--- src/hdl/assert_macros.svh ---
// Assertion macros used by the frame parser top level.
`ifndef ASSERT_MACROS_SVH
`define ASSERT_MACROS_SVH
`ifndef SYNTHESIS
`define IMUFP_ASSERT(lbl, prop) \
  lbl: assert property (@(posedge clk_i) disable iff (!rst_ni) prop) \
    else $error("assertion failed: %m");
`define IMUFP_ASSERT_NEVER(lbl, expr) \
  `IMUFP_ASSERT(lbl, !(expr))
`else
`define IMUFP_ASSERT(lbl, prop)
`define IMUFP_ASSERT_NEVER(lbl, expr)
`endif
`endif

--- src/hdl/imufp_pkg.sv ---
// Types and constants shared by the frame parser and yaw integrator.
package imufp_pkg;

  localparam int CNT_W    = 10;
  localparam int THR_W    = 24;
  localparam int CORR_W   = 26;
  localparam int BSUM_W   = 26;
  localparam int CORR_MAX = 33554431;
  localparam int CORR_MIN = -33554432;

  localparam logic [7:0] SYNC_BYTE  = 8'h55;
  localparam logic [7:0] TYPE_ACC   = 8'h51;
  localparam logic [7:0] TYPE_RATE  = 8'h52;
  localparam logic [7:0] TYPE_ANGLE = 8'h53;

  localparam logic [1:0] KIND_ACC   = 2'd0;
  localparam logic [1:0] KIND_RATE  = 2'd1;
  localparam logic [1:0] KIND_ANGLE = 2'd2;

  localparam logic [1:0] REG_WARMUP = 2'd0;
  localparam logic [1:0] REG_BIAS   = 2'd1;
  localparam logic [1:0] REG_STILL  = 2'd2;
  localparam logic [1:0] REG_THRESH = 2'd3;

  typedef enum logic [1:0] {
    DivRateBias,
    DivDeltaBias,
    DivRateOff,
    DivDeltaOff
  } div_sel_e;

  typedef struct packed {
    logic [CNT_W-1:0] warmup;
    logic [CNT_W-1:0] bias;
    logic [CNT_W-1:0] still;
    logic [THR_W-1:0] thresh;
  } cfg_t;

  typedef struct packed {
    logic     step;
    logic     div_start;
    div_sel_e div_sel;
    logic     emit;
  } cmd_t;

  typedef struct packed {
    logic pend;
    logic pend_angle;
    logic bias_end;
    logic still_end;
    logic div_done;
    logic div_busy;
    logic out_free;
  } sts_t;

endpackage

--- src/hdl/imufp_div.sv ---
// Restoring divider, one quotient bit per cycle, truncating toward zero.
module imufp_div #(
  parameter int DVW = 37
) (
  input  logic                          clk_i,
  input  logic                          rst_ni,
  input  logic                          start_i,
  input  logic signed [DVW-1:0]         dividend_i,
  input  logic [imufp_pkg::CNT_W-1:0]   divisor_i,
  output logic                          busy_o,
  output logic                          done_o,
  output logic signed [DVW-1:0]         quot_o
);

  localparam int CntW = $clog2(DVW + 1);
  localparam int DW   = imufp_pkg::CNT_W;

  logic            run_q, done_q, neg_q;
  logic [DVW-1:0]  mag_q;
  logic [DW-1:0]   rem_q;
  logic [CntW-1:0] cnt_q;
  logic [DW:0]     rem_sh, rem_nx;
  logic            fits;

  assign rem_sh = {rem_q, mag_q[DVW-1]};
  assign fits   = rem_sh >= {1'b0, divisor_i};
  assign rem_nx = fits ? rem_sh - {1'b0, divisor_i} : rem_sh;

  always_ff @(posedge clk_i or negedge rst_ni) begin
    if (!rst_ni) begin
      run_q  <= 1'b0;
      done_q <= 1'b0;
      neg_q  <= 1'b0;
      mag_q  <= '0;
      rem_q  <= '0;
      cnt_q  <= '0;
    end else begin
      done_q <= 1'b0;
      if (start_i) begin
        neg_q <= dividend_i[DVW-1];
        mag_q <= dividend_i[DVW-1] ? DVW'(-dividend_i) : DVW'(dividend_i);
        rem_q <= '0;
        cnt_q <= CntW'(DVW);
        run_q <= 1'b1;
      end else if (run_q) begin
        mag_q <= {mag_q[DVW-2:0], fits};
        rem_q <= rem_nx[DW-1:0];
        cnt_q <= cnt_q - CntW'(1);
        if (cnt_q == CntW'(1)) begin
          run_q  <= 1'b0;
          done_q <= 1'b1;
        end
      end
    end
  end

  assign busy_o = run_q;
  assign done_o = done_q;
  assign quot_o = neg_q ? -signed'(mag_q) : signed'(mag_q);

endmodule

--- src/hdl/imufp_datapath.sv ---
// Byte parser, yaw calibration and integration registers, result register.
module imufp_datapath #(
  parameter int FB = 8,
  parameter int YW = 40
) (
  input  logic                              clk_i,
  input  logic                              rst_ni,
  input  imufp_pkg::cfg_t                   cfg_i,
  input  imufp_pkg::cmd_t                   cmd_i,
  output imufp_pkg::sts_t                   sts_o,
  input  logic                              in_valid_i,
  output logic                              in_ready_o,
  input  logic [7:0]                        rx_byte_i,
  output logic                              out_valid_o,
  input  logic                              out_ready_i,
  output logic [1:0]                        frame_kind_o,
  output logic signed [15:0]                value_x_o,
  output logic signed [15:0]                value_y_o,
  output logic signed [15:0]                value_z_o,
  output logic signed [15:0]                value_w_o,
  output logic signed [imufp_pkg::CORR_W-1:0] corrected_rate_o,
  output logic signed [YW-1:0]              yaw_total_o,
  output logic                              yaw_ready_o
);

  localparam int BW  = FB + 18;
  localparam int SW  = FB + 28;
  localparam int DVW = FB + 29;
  localparam int CW  = (BW + 1 > imufp_pkg::CORR_W + 1) ? BW + 1 : imufp_pkg::CORR_W + 1;
  localparam int XW  = (YW > BW + 1) ? YW : BW + 1;
  localparam int NW  = imufp_pkg::CNT_W;
  localparam int RW  = imufp_pkg::CORR_W;
  localparam int BSW = imufp_pkg::BSUM_W;

  typedef enum logic [1:0] {PhIdle, PhHead, PhBody} phase_e;
  typedef enum logic [1:0] {StWarm, StBias, StRun} stage_e;

  // parser
  phase_e      phase_q;
  logic [3:0]  pos_q;
  logic [7:0]  sum_q;
  logic        pend_q;
  logic [7:0]  store_q [1:9];
  logic        acc;

  // yaw chain
  logic signed [15:0]  prev_q, rate_q;
  stage_e              stage_q;
  logic [NW-1:0]       stage_cnt_q, still_cnt_q, div_n_q;
  logic signed [BSW-1:0] brs_q, bds_q;
  logic signed [SW-1:0]  srs_q, sds_q;
  logic signed [BW-1:0]  rbias_q, dbias_q, roff_q, doff_q;
  logic [YW-1:0]       yaw_q;
  logic                bias_end_q, still_end_q;
  logic signed [RW-1:0] corr_q;

  // output register
  logic                 out_valid_q;
  logic [1:0]           kind_q;
  logic signed [15:0]   ox_q, oy_q, oz_q, ow_q;
  logic signed [RW-1:0] ocorr_q;
  logic [YW-1:0]        oyaw_q;
  logic                 ordy_q;

  // step arithmetic
  logic signed [15:0]   z_w;
  logic signed [17:0]   dd;
  logic signed [16:0]   dw;
  logic signed [BW-1:0] rate_nb, delta_nb;
  logic signed [CW-1:0] cx;
  logic signed [RW-1:0] corr_sat;
  logic [RW-1:0]        mag;
  logic                 is_still;
  logic signed [XW-1:0] inc;
  logic [NW-1:0]        stage_n, still_n;
  logic [1:0]           kind_w;

  // divider
  logic signed [DVW-1:0] dividend, quot;
  logic                  div_done, div_busy;

  assign acc    = in_valid_i && in_ready_o;
  assign z_w    = signed'({store_q[7], store_q[6]});
  assign kind_w = store_q[1][1:0] - 2'd1;

  assign dd = 18'(z_w) - 18'(prev_q);
  always_comb begin
    if (dd > 18'sd32768) begin
      dw = 17'(dd - 18'sd65536);
    end else if (dd < -18'sd32768) begin
      dw = 17'(dd + 18'sd65536);
    end else begin
      dw = 17'(dd);
    end
  end

  assign rate_nb  = (BW'(rate_q) <<< FB) - rbias_q;
  assign delta_nb = (BW'(dw) <<< FB) - dbias_q;
  assign cx       = CW'(rate_nb) - CW'(roff_q);

  always_comb begin
    if (cx > CW'(imufp_pkg::CORR_MAX)) begin
      corr_sat = RW'(imufp_pkg::CORR_MAX);
    end else if (cx < CW'(imufp_pkg::CORR_MIN)) begin
      corr_sat = RW'(imufp_pkg::CORR_MIN);
    end else begin
      corr_sat = RW'(cx);
    end
  end

  assign mag      = corr_sat[RW-1] ? RW'(-corr_sat) : RW'(corr_sat);
  assign is_still = mag < RW'(cfg_i.thresh);
  assign inc      = XW'(delta_nb) - XW'(doff_q);
  assign stage_n  = stage_cnt_q + NW'(1);
  assign still_n  = still_cnt_q + NW'(1);

  always_comb begin
    case (cmd_i.div_sel)
      imufp_pkg::DivRateBias:  dividend = DVW'(brs_q) <<< FB;
      imufp_pkg::DivDeltaBias: dividend = DVW'(bds_q) <<< FB;
      imufp_pkg::DivRateOff:   dividend = DVW'(srs_q);
      default:                 dividend = DVW'(sds_q);
    endcase
  end

  imufp_div #(.DVW(DVW)) u_div (
    .clk_i      (clk_i),
    .rst_ni     (rst_ni),
    .start_i    (cmd_i.div_start),
    .dividend_i (dividend),
    .divisor_i  (div_n_q),
    .busy_o     (div_busy),
    .done_o     (div_done),
    .quot_o     (quot)
  );

  // parser control
  always_ff @(posedge clk_i or negedge rst_ni) begin
    if (!rst_ni) begin
      phase_q <= PhIdle;
      pos_q   <= '0;
      sum_q   <= '0;
      pend_q  <= 1'b0;
    end else begin
      if (cmd_i.emit) begin
        pend_q <= 1'b0;
      end
      if (acc) begin
        unique case (phase_q)
          PhIdle: begin
            if (rx_byte_i == imufp_pkg::SYNC_BYTE) phase_q <= PhHead;
          end
          PhHead: begin
            if (rx_byte_i >= imufp_pkg::TYPE_ACC && rx_byte_i <= imufp_pkg::TYPE_ANGLE) begin
              sum_q   <= imufp_pkg::SYNC_BYTE + rx_byte_i;
              pos_q   <= 4'd2;
              phase_q <= PhBody;
            end else if (rx_byte_i != imufp_pkg::SYNC_BYTE) begin
              phase_q <= PhIdle;
            end
          end
          PhBody: begin
            if (pos_q < 4'd2 || pos_q > 4'd10) begin
              phase_q <= PhIdle;
              pos_q   <= '0;
            end else if (pos_q < 4'd10) begin
              sum_q <= sum_q + rx_byte_i;
              pos_q <= pos_q + 4'd1;
            end else begin
              phase_q <= PhIdle;
              pos_q   <= '0;
              if (rx_byte_i == sum_q) pend_q <= 1'b1;
            end
          end
          default: phase_q <= PhIdle;
        endcase
      end
    end
  end

  // frame bytes
  always_ff @(posedge clk_i) begin
    if (acc && phase_q == PhHead) begin
      store_q[1] <= rx_byte_i;
    end
    if (acc && phase_q == PhBody && pos_q >= 4'd2 && pos_q <= 4'd9) begin
      store_q[pos_q] <= rx_byte_i;
    end
  end

  // yaw chain
  always_ff @(posedge clk_i or negedge rst_ni) begin
    if (!rst_ni) begin
      prev_q      <= '0;
      rate_q      <= '0;
      stage_q     <= StWarm;
      stage_cnt_q <= '0;
      still_cnt_q <= '0;
      div_n_q     <= '0;
      brs_q       <= '0;
      bds_q       <= '0;
      srs_q       <= '0;
      sds_q       <= '0;
      rbias_q     <= '0;
      dbias_q     <= '0;
      roff_q      <= '0;
      doff_q      <= '0;
      yaw_q       <= '0;
      bias_end_q  <= 1'b0;
      still_end_q <= 1'b0;
      corr_q      <= '0;
    end else if (cmd_i.emit) begin
      if (kind_w == imufp_pkg::KIND_RATE) rate_q <= z_w;
    end else if (cmd_i.step) begin
      prev_q      <= z_w;
      bias_end_q  <= 1'b0;
      still_end_q <= 1'b0;
      corr_q      <= '0;
      unique case (stage_q)
        StWarm: begin
          if (stage_n >= cfg_i.warmup) begin
            stage_q     <= StBias;
            stage_cnt_q <= '0;
          end else begin
            stage_cnt_q <= stage_n;
          end
        end
        StBias: begin
          brs_q <= brs_q + BSW'(rate_q);
          bds_q <= bds_q + BSW'(dw);
          if (stage_n >= cfg_i.bias) begin
            // keep the sums until both divisions have read them
            bias_end_q  <= 1'b1;
            div_n_q     <= stage_n;
            stage_cnt_q <= '0;
            stage_q     <= StRun;
          end else begin
            stage_cnt_q <= stage_n;
          end
        end
        default: begin
          corr_q <= corr_sat;
          yaw_q  <= yaw_q + inc[YW-1:0];
          if (is_still) begin
            srs_q <= srs_q + SW'(rate_nb);
            sds_q <= sds_q + SW'(delta_nb);
            if (still_n >= cfg_i.still) begin
              still_end_q <= 1'b1;
              div_n_q     <= still_n;
              still_cnt_q <= '0;
            end else begin
              still_cnt_q <= still_n;
            end
          end else begin
            still_cnt_q <= '0;
            srs_q       <= '0;
            sds_q       <= '0;
          end
        end
      endcase
    end else if (div_done) begin
      case (cmd_i.div_sel)
        imufp_pkg::DivRateBias: rbias_q <= quot[BW-1:0];
        imufp_pkg::DivDeltaBias: begin
          dbias_q <= quot[BW-1:0];
          brs_q   <= '0;
          bds_q   <= '0;
        end
        imufp_pkg::DivRateOff: roff_q <= quot[BW-1:0];
        default: begin
          doff_q <= quot[BW-1:0];
          srs_q  <= '0;
          sds_q  <= '0;
        end
      endcase
    end
  end

  // result register
  always_ff @(posedge clk_i or negedge rst_ni) begin
    if (!rst_ni) begin
      out_valid_q <= 1'b0;
    end else if (cmd_i.emit) begin
      out_valid_q <= 1'b1;
    end else if (out_ready_i) begin
      out_valid_q <= 1'b0;
    end
  end

  always_ff @(posedge clk_i) begin
    if (cmd_i.emit) begin
      kind_q  <= kind_w;
      ox_q    <= signed'({store_q[3], store_q[2]});
      oy_q    <= signed'({store_q[5], store_q[4]});
      oz_q    <= z_w;
      ow_q    <= (kind_w == imufp_pkg::KIND_ACC) ? signed'({store_q[9], store_q[8]}) : '0;
      ocorr_q <= (kind_w == imufp_pkg::KIND_ANGLE) ? corr_q : '0;
      oyaw_q  <= yaw_q;
      ordy_q  <= stage_q == StRun;
    end
  end

  assign in_ready_o       = !pend_q;
  assign out_valid_o      = out_valid_q;
  assign frame_kind_o     = kind_q;
  assign value_x_o        = ox_q;
  assign value_y_o        = oy_q;
  assign value_z_o        = oz_q;
  assign value_w_o        = ow_q;
  assign corrected_rate_o = ocorr_q;
  assign yaw_total_o      = signed'(oyaw_q);
  assign yaw_ready_o      = ordy_q;

  assign sts_o.pend       = pend_q;
  assign sts_o.pend_angle = store_q[1] == imufp_pkg::TYPE_ANGLE;
  assign sts_o.bias_end   = bias_end_q;
  assign sts_o.still_end  = still_end_q;
  assign sts_o.div_done   = div_done;
  assign sts_o.div_busy   = div_busy;
  assign sts_o.out_free   = !out_valid_q;

endmodule

--- src/hdl/imufp_ctrl.sv ---
// Sequencer for frame completion: yaw step, divisions and result hand-off.
module imufp_ctrl (
  input  logic            clk_i,
  input  logic            rst_ni,
  input  imufp_pkg::sts_t sts_i,
  output imufp_pkg::cmd_t cmd_o
);

  typedef enum logic [2:0] {SIdle, SStep, SCheck, SDiv, SEmit} state_e;

  state_e          state_q;
  imufp_pkg::cmd_t cmd_q;

  always_ff @(posedge clk_i or negedge rst_ni) begin
    if (!rst_ni) begin
      state_q <= SIdle;
      cmd_q   <= '{step: 1'b0, div_start: 1'b0, div_sel: imufp_pkg::DivRateBias, emit: 1'b0};
    end else begin
      cmd_q.step      <= 1'b0;
      cmd_q.div_start <= 1'b0;
      cmd_q.emit      <= 1'b0;
      unique case (state_q)
        SIdle: begin
          if (sts_i.pend && sts_i.out_free) begin
            if (sts_i.pend_angle) begin
              cmd_q.step <= 1'b1;
              state_q    <= SStep;
            end else begin
              cmd_q.emit <= 1'b1;
              state_q    <= SEmit;
            end
          end
        end
        SStep: state_q <= SCheck;
        SCheck: begin
          if (sts_i.bias_end) begin
            cmd_q.div_sel   <= imufp_pkg::DivRateBias;
            cmd_q.div_start <= 1'b1;
            state_q         <= SDiv;
          end else if (sts_i.still_end) begin
            cmd_q.div_sel   <= imufp_pkg::DivRateOff;
            cmd_q.div_start <= 1'b1;
            state_q         <= SDiv;
          end else begin
            cmd_q.emit <= 1'b1;
            state_q    <= SEmit;
          end
        end
        SDiv: begin
          if (sts_i.div_done) begin
            unique case (cmd_q.div_sel)
              imufp_pkg::DivRateBias: begin
                cmd_q.div_sel   <= imufp_pkg::DivDeltaBias;
                cmd_q.div_start <= 1'b1;
              end
              imufp_pkg::DivRateOff: begin
                cmd_q.div_sel   <= imufp_pkg::DivDeltaOff;
                cmd_q.div_start <= 1'b1;
              end
              default: begin
                cmd_q.emit <= 1'b1;
                state_q    <= SEmit;
              end
            endcase
          end
        end
        SEmit: state_q <= SIdle;
        default: state_q <= SIdle;
      endcase
    end
  end

  assign cmd_o = cmd_q;

endmodule

--- src/hdl/imu_frame_parser_yaw_integrator.sv ---
// A byte is taken whenever in_valid_i and in_ready_o are both high; a frame result is offered
// after its checksum byte once the sequencer issues an emit into a free result register. An angle
// frame first passes the step and check states, and one that closes a bias or still window also
// waits for two serial divisions. Bytes are refused from a good checksum until its result is
// loaded into the result register. Reset is asynchronous and active low; control registers return
// to their defaults at once, with no clearing pass, while frame and result data are not reset.
`include "assert_macros.svh"

module imu_frame_parser_yaw_integrator #(
  parameter int FRACTION_BITS = 8,
  parameter int YAW_WIDTH     = 40
) (
  input  logic                                clk_i,
  input  logic                                rst_ni,
  input  logic                                psel,
  input  logic                                penable,
  input  logic                                pwrite,
  input  logic [3:0]                          paddr,
  input  logic [31:0]                         pwdata,
  output logic [31:0]                         prdata,
  output logic                                pready,
  input  logic                                in_valid_i,
  output logic                                in_ready_o,
  input  logic [7:0]                          rx_byte_i,
  output logic                                out_valid_o,
  input  logic                                out_ready_i,
  output logic [1:0]                          frame_kind_o,
  output logic signed [15:0]                  value_x_o,
  output logic signed [15:0]                  value_y_o,
  output logic signed [15:0]                  value_z_o,
  output logic signed [15:0]                  value_w_o,
  output logic signed [imufp_pkg::CORR_W-1:0] corrected_rate_o,
  output logic signed [YAW_WIDTH-1:0]         yaw_total_o,
  output logic                                yaw_ready_o
);

  localparam int NW = imufp_pkg::CNT_W;
  localparam int TW = imufp_pkg::THR_W;

  imufp_pkg::cfg_t cfg_q;
  imufp_pkg::cmd_t cmd;
  imufp_pkg::sts_t sts;
  logic            wr;

  assign wr     = psel && penable && pwrite && pready;
  assign pready = 1'b1;

  always_ff @(posedge clk_i or negedge rst_ni) begin
    if (!rst_ni) begin
      cfg_q.warmup <= NW'(100);
      cfg_q.bias   <= NW'(200);
      cfg_q.still  <= NW'(400);
      cfg_q.thresh <= TW'(3355);
    end else if (wr) begin
      unique case (paddr[3:2])
        imufp_pkg::REG_WARMUP: cfg_q.warmup <= pwdata[NW-1:0];
        imufp_pkg::REG_BIAS:   cfg_q.bias   <= pwdata[NW-1:0];
        imufp_pkg::REG_STILL:  cfg_q.still  <= pwdata[NW-1:0];
        imufp_pkg::REG_THRESH: cfg_q.thresh <= pwdata[TW-1:0];
        default: ;
      endcase
    end
  end

  always_comb begin
    unique case (paddr[3:2])
      imufp_pkg::REG_WARMUP: prdata = 32'(cfg_q.warmup);
      imufp_pkg::REG_BIAS:   prdata = 32'(cfg_q.bias);
      imufp_pkg::REG_STILL:  prdata = 32'(cfg_q.still);
      imufp_pkg::REG_THRESH: prdata = 32'(cfg_q.thresh);
      default:               prdata = '0;
    endcase
  end

  imufp_ctrl u_ctrl (
    .clk_i  (clk_i),
    .rst_ni (rst_ni),
    .sts_i  (sts),
    .cmd_o  (cmd)
  );

  imufp_datapath #(.FB(FRACTION_BITS), .YW(YAW_WIDTH)) u_dp (
    .clk_i            (clk_i),
    .rst_ni           (rst_ni),
    .cfg_i            (cfg_q),
    .cmd_i            (cmd),
    .sts_o            (sts),
    .in_valid_i       (in_valid_i),
    .in_ready_o       (in_ready_o),
    .rx_byte_i        (rx_byte_i),
    .out_valid_o      (out_valid_o),
    .out_ready_i      (out_ready_i),
    .frame_kind_o     (frame_kind_o),
    .value_x_o        (value_x_o),
    .value_y_o        (value_y_o),
    .value_z_o        (value_z_o),
    .value_w_o        (value_w_o),
    .corrected_rate_o (corrected_rate_o),
    .yaw_total_o      (yaw_total_o),
    .yaw_ready_o      (yaw_ready_o)
  );

  // result slot must be empty when a request is handed over
  `IMUFP_ASSERT(a_emit_into_free_slot, cmd.emit |-> !out_valid_o)
  `IMUFP_ASSERT(a_step_blocks_bytes, cmd.step |-> !in_ready_o)
  `IMUFP_ASSERT_NEVER(a_start_while_busy, cmd.div_start && sts.div_busy)
  `IMUFP_ASSERT_NEVER(a_step_emit_clash, cmd.step && cmd.emit)

endmodule

--- config.mk ---
export PLATFORM = sky130hd
export DESIGN_NAME = imu_frame_parser_yaw_integrator
export DESIGN_NICKNAME = d
export VERILOG_FILES = /design/src/hdl/imufp_pkg.sv /design/src/hdl/imufp_div.sv /design/src/hdl/imufp_datapath.sv /design/src/hdl/imufp_ctrl.sv /design/src/hdl/imu_frame_parser_yaw_integrator.sv
export VERILOG_INCLUDE_DIRS = /design/src /design/src/hdl
export SDC_FILE = /design/constraint.sdc
export NUM_CORES = 2
export LEC_CHECK = 0
export BUFFER_PORTS_ARGS = -buffer_cell sky130_fd_sc_hd__buf_2
export CAP_MARGIN = 10
export CORE_UTILIZATION = 56
export DETAILED_ROUTE_END_ITERATION = 10
export GPL_ROUTABILITY_DRIVEN = 0
export PLACE_DENSITY = 0.83
export SYNTH_ARGS = -nofsm -noshare
export SYNTH_HDL_FRONTEND = slang
export SYNTH_SLANG_ARGS = --single-unit
export TNS_END_PERCENT = 100
--- constraint.sdc ---
create_clock -name clk_i -period 9.94 [get_ports clk_i]
set_input_delay 0.497 -clock clk_i [delete_from_list [all_inputs] [get_ports clk_i]]
set_output_delay 0.497 -clock clk_i [all_outputs]
set_load 0.05 [all_outputs]
==> report_table.html <==
<table>
<tr><th>Metric</th><th>Value</th></tr>
<tr><th colspan="2">Routing</th></tr>
<tr><td>DRC Markers</td><td>0</td></tr>
<tr><td>Routed vias</td><td>35,180</td></tr>
<tr><td>Via density</td><td>6.115</td></tr>
<tr><td>Total Routed Length</td><td>114,600 um</td></tr>
<tr><td>Number of routed nets with antenna violations</td><td>0</td></tr>
<tr><td>Number of design-rule violations left by the first detailed-router iteration</td><td>3,435</td></tr>
<tr><td>Initial DRT Pass Iterations</td><td>6</td></tr>
<tr><td>Routed length per instance</td><td>19.92 um</td></tr>
<tr><th colspan="2">Run status</th></tr>
<tr><td>Result of the run</td><td>complete, no violations</td></tr>
<tr><th colspan="2">Yosys</th></tr>
<tr><td>Mean instance size in the synthesized netlist</td><td>9.793 sq um</td></tr>
<tr><td>Yosys reg bits</td><td>699</td></tr>
<tr><td>Post-synthesis instance area</td><td>43,820 sq um</td></tr>
<tr><td>Synthesized netlist cell count</td><td>4,475</td></tr>
<tr><td>Sequential element share of the synthesized area</td><td>42.30%</td></tr>
<tr><td>Number of synthesized flops with an enable pin</td><td>205</td></tr>
<tr><td>Number of library cell types mapped by synthesis</td><td>96</td></tr>
<tr><td>Most used flip-flop cell after synthesis</td><td>sky130_fd_sc_hd__dfrtp_1</td></tr>
<tr><td>Post-synth ARST share</td><td>70.67%</td></tr>
<tr><td>Warnings from Yosys</td><td>0</td></tr>
<tr><th colspan="2">Worst setup path</th></tr>
<tr><td>CP max stage delay</td><td>0.53 ns</td></tr>
<tr><td>Buffers and inverters on the worst path</td><td>5</td></tr>
<tr><td>Worst Setup End Kind</td><td>register</td></tr>
<tr><td>Data arrival time of the worst path</td><td>9.98 ns</td></tr>
<tr><td>Number of gates on the worst path with buffers counted</td><td>41</td></tr>
<tr><td>Top cell family by delay on the critical path</td><td>compound AO/OA/AOI/OAI gates</td></tr>
<tr><td>Worst setup SP type</td><td>register</td></tr>
<tr><td>Worst r2r dst</td><td>u_dp.sds_q[35]</td></tr>
<tr><td>R2R Setup Slk</td><td>0.51 ns</td></tr>
<tr><td>Length in cells of the worst reg-to-reg path</td><td>41</td></tr>
<tr><td>Kind of critical path</td><td>register to register</td></tr>
<tr><td>Data required, critical path</td><td>10.49 ns</td></tr>
<tr><td>Standard cell with the maximum stage delay on the critical path</td><td>sky130_fd_sc_hd__or4_1</td></tr>
<tr><td>Largest fanout on the critical path</td><td>35</td></tr>
<tr><td>Beginning of the worst register-to-register path</td><td>u_dp.rate_q[1]</td></tr>
<tr><th colspan="2">Timing</th></tr>
<tr><td>Clock skew</td><td>0.05731 ns</td></tr>
<tr><td>Slew @ Worst Pin</td><td>1.101 ns</td></tr>
<tr><td>Max Clock Freq</td><td>0.1061 GHz</td></tr>
<tr><td>Final critical-path required period</td><td>9.429 ns</td></tr>
<tr><td>TNS Setup</td><td>0 ns</td></tr>
<tr><td>RSZ-0062 raised after global routing</td><td>no</td></tr>
<tr><td>Worst slack on hold paths</td><td>0.03892 ns</td></tr>
<tr><td>Final setup violation count</td><td>0</td></tr>
<tr><td>Final-report max-slew violation count</td><td>0</td></tr>
<tr><td>Slew headroom</td><td>26.03%</td></tr>
<tr><td>Final worst path period share</td><td>94.86%</td></tr>
<tr><td>Hold Violations, Final</td><td>0</td></tr>
<tr><th colspan="2">Floorplanning</th></tr>
<tr><td>Total number of placement rows</td><td>102</td></tr>
<tr><td>Die outline area</td><td>79,380 sq um</td></tr>
<tr><td>Overall die height</td><td>281.7 um</td></tr>
<tr><td>Initial core utilization</td><td>56.57%</td></tr>
<tr><td>Die width</td><td>281.7 um</td></tr>
<tr><td>Core footprint</td><td>77,470 sq um</td></tr>
<tr><td>I/O pin count</td><td>219</td></tr>
<tr><th colspan="2">Flow run</th></tr>
<tr><td>Maximum capacitance violations</td><td>0</td></tr>
<tr><th colspan="2">CTS</th></tr>
<tr><td>Clock slew at the register clock pins of the worst setup and hold paths</td><td>0.06 ns</td></tr>
<tr><td>Number of sinks on the clock net</td><td>699</td></tr>
<tr><td>Buffers from clock root to sink, at most</td><td>3</td></tr>
<tr><td>Clock insertion delay at the later pin of the skew report</td><td>0.68 ns</td></tr>
<tr><td>Clock tree root buffer cell</td><td>sky130_fd_sc_hd__clkbuf_16</td></tr>
<tr><td>Maximum level of the CTS H-tree</td><td>3</td></tr>
<tr><td>Clock tree from TritonCTS</td><td>yes</td></tr>
<tr><td>Total CTS buffers</td><td>77</td></tr>
<tr><th colspan="2">GRT</th></tr>
<tr><td>First-pass GRT wire length</td><td>181,200 um</td></tr>
<tr><td>Congestion Overflow GR</td><td>0</td></tr>
<tr><td>Pin count of the biggest net entering global routing</td><td>113</td></tr>
<tr><td>Number of antenna violations at the first check in global routing</td><td>3</td></tr>
<tr><td>Number of global-route vias before repair</td><td>33,950</td></tr>
<tr><td>GRT Total Usage</td><td>28.72%</td></tr>
<tr><th colspan="2">Worst hold path</th></tr>
<tr><td>Hold_sp</td><td>pwdata[23]</td></tr>
<tr><td>Hold depth</td><td>3</td></tr>
<tr><td>Worst Hold End</td><td>cfg_q[23]</td></tr>
<tr><td>Hold Path Class</td><td>primary input to register</td></tr>
<tr><th colspan="2">Place</th></tr>
<tr><td>Number of buffers inserted by port buffering</td><td>199</td></tr>
<tr><td>Cell total after placement</td><td>5,600</td></tr>
<tr><td>Post-detailed-placement half-perimeter wirelength</td><td>82,800 um</td></tr>
<tr><th colspan="2">Pwr</th></tr>
<tr><td>Worst voltage drop across the vdd grid</td><td>0.1621 mV</td></tr>
<tr><td>Power density normalized to cell area</td><td>131.4 nW/um^2</td></tr>
<tr><td>Total chip power</td><td>6.386 mW</td></tr>
<tr><td>Leakage component of the power</td><td>22.10 nW</td></tr>
<tr><th colspan="2">Layout</th></tr>
<tr><td>Layout Cells excl Fill</td><td>5,753</td></tr>
<tr><td>Filler Cell Count</td><td>6,057</td></tr>
<tr><td>Share of cells above drive strength 1</td><td>11.70%</td></tr>
<tr><td>Net count of the finished layout</td><td>5,055</td></tr>
<tr><td>Relative area change from synthesis to final layout</td><td>10.89%</td></tr>
</table>
-- stage by stage --
stage / setup WS [ns] / utilization (%) / instance area, sq um
2_1_floorplan: 1.469 / - / 43850
3_3_place_gp: 0.4616 / 59.15 / 45820
3_5_place_dp: 0.2127 / 59.15 / 45820
4_1_cts: 0.1674 / 62.58 / 48480
5_1_grt: 0.05153 / 62.72 / 48590
6_report: 0.5106 / 62.73 / 48590
-- layer usage --
metal  track usage [%]  wire length, um
met5                 0               26
met2             46.43            52960
met3             4.955             8601
met4             14.37             5947
met1             37.26            47070
-- sequential cells by signal, summed over array words and instances (netlist names), 36 cells and up --
name	flops
u_dp.sds_q	36
cfg_q	54
u_dp.srs_q	36
u_dp.u_div.mag_q	37
u_dp.store_q	72
u_dp.yaw_q	40
u_dp.yaw_total_o	40
-- synth_stat cells, types with 68 or more instances --
library cell                 n  area (sq um)
sky130_fd_sc_hd__a21o_1    179          1344
sky130_fd_sc_hd__a21oi_1   263          1316
sky130_fd_sc_hd__a22o_1     79         691.9
sky130_fd_sc_hd__clkbuf_1  122         457.9
sky130_fd_sc_hd__dfrtp_1   478         11960
sky130_fd_sc_hd__edfxtp_1  205          6156
sky130_fd_sc_hd__ha_1      348          4354
sky130_fd_sc_hd__inv_1     276          1036
sky130_fd_sc_hd__nand2_1   483          1813
sky130_fd_sc_hd__nor2_1    231         867.1
sky130_fd_sc_hd__nor3_1     68         340.3
sky130_fd_sc_hd__o21ai_0   447          2237
sky130_fd_sc_hd__xnor2_1   197          1725
sky130_fd_sc_hd__xor2_1    146          1279
-- timing repair --
item	4_1_cts	5_1_grt
setup endpoints to repair	0	88
setup buffers	0	2
hold buffers	1	0
gates resized for setup	0	5
hold endpoints to repair	103	0
-- placed cells by master, fill, tap and decap left out, types with 16 or more instances in the layout --
cell / count
sky130_fd_sc_hd__a22o_1: 79
sky130_fd_sc_hd__xor2_1: 146
sky130_fd_sc_hd__mux2i_1: 64
sky130_fd_sc_hd__xnor2_1: 197
sky130_fd_sc_hd__a21oi_1: 262
sky130_fd_sc_hd__dfstp_2: 16
sky130_fd_sc_hd__mux4_2: 39
sky130_fd_sc_hd__and2_1: 63
sky130_fd_sc_hd__or2_2: 21
sky130_fd_sc_hd__dfrtp_1: 473
sky130_fd_sc_hd__o21bai_1: 29
sky130_fd_sc_hd__and3_1: 38
sky130_fd_sc_hd__o21a_1: 37
sky130_fd_sc_hd__nor2b_1: 42
sky130_fd_sc_hd__nand4_1: 24
sky130_fd_sc_hd__nor3_1: 68
sky130_fd_sc_hd__o31ai_1: 37
sky130_fd_sc_hd__edfxtp_1: 205
sky130_fd_sc_hd__nand2_1: 482
sky130_fd_sc_hd__or3_1: 33
sky130_fd_sc_hd__ha_1: 348
sky130_fd_sc_hd__nand2b_1: 54
sky130_fd_sc_hd__a21o_1: 177
sky130_fd_sc_hd__nand3_1: 58
sky130_fd_sc_hd__buf_2: 199
sky130_fd_sc_hd__a31oi_1: 27
sky130_fd_sc_hd__clkbuf_16: 78
sky130_fd_sc_hd__clkinv_2: 16
sky130_fd_sc_hd__nor2_1: 230
sky130_fd_sc_hd__mux2_2: 65
sky130_fd_sc_hd__o21ai_0: 445
sky130_fd_sc_hd__nor4_1: 16
sky130_fd_sc_hd__a211oi_1: 31
sky130_fd_sc_hd__inv_1: 276
sky130_fd_sc_hd__buf_4: 39
-- tightest hold or removal path, cell delays in order --
cell	delay (ns)
sky130_fd_sc_hd__buf_2	0.07
sky130_fd_sc_hd__nand2_1	0.03
sky130_fd_sc_hd__o21ai_0	0.05
-- report_power, final --
group / switching (mW) / internal, mW
logic: 0.236 / 0.118
registers: 0.0321 / 3.02
clock network: 1.29 / 1.70
total: 1.55 / 4.83
-- worst max path at each step --
stage / start / endpoint
4_1_cts: u_dp.rate_q[0] / u_dp.div_n_q[0]
3_3_place_gp: u_dp.rate_q[0] / u_dp.div_n_q[0]
5_1_grt: u_dp.rate_q[1] / u_dp.sds_q[35]
2_1_floorplan: u_dp.rate_q[0] / u_dp.div_n_q[0]
3_5_place_dp: u_dp.rate_q[0] / u_dp.div_n_q[0]
6_report: u_dp.rate_q[1] / u_dp.sds_q[35]
-- cell type report --
class / instances / area (sq um) / area share [%]
inverter: 276 / 1036 / 2.132
timing repair buffer: 245 / 1414 / 2.910
multi-input combinational: 3347 / 23640 / 48.65
clock inverter: 50 / 621.8 / 1.280
sequential: 699 / 18550 / 38.17
antenna: 5 / 12.51 / 0.02575
tap: 1040 / 1301 / 2.678
clock buffer: 91 / 2019 / 4.156
-- logic make-up after synthesis --
family,after synthesis,synth area share (%)
AO/OA/AOI/OAI,1280,18.60
XOR/XNOR,344,6.892
adder cells (fa/ha/maj),358,10.39
buffers and inverters,436,3.877
flip-flops,699,42.30
multiplexers,169,5.171
other,2,0.01714
AND/OR/NAND/NOR,1187,12.74
No activity file was read; power rests on OpenSTA's default activity.
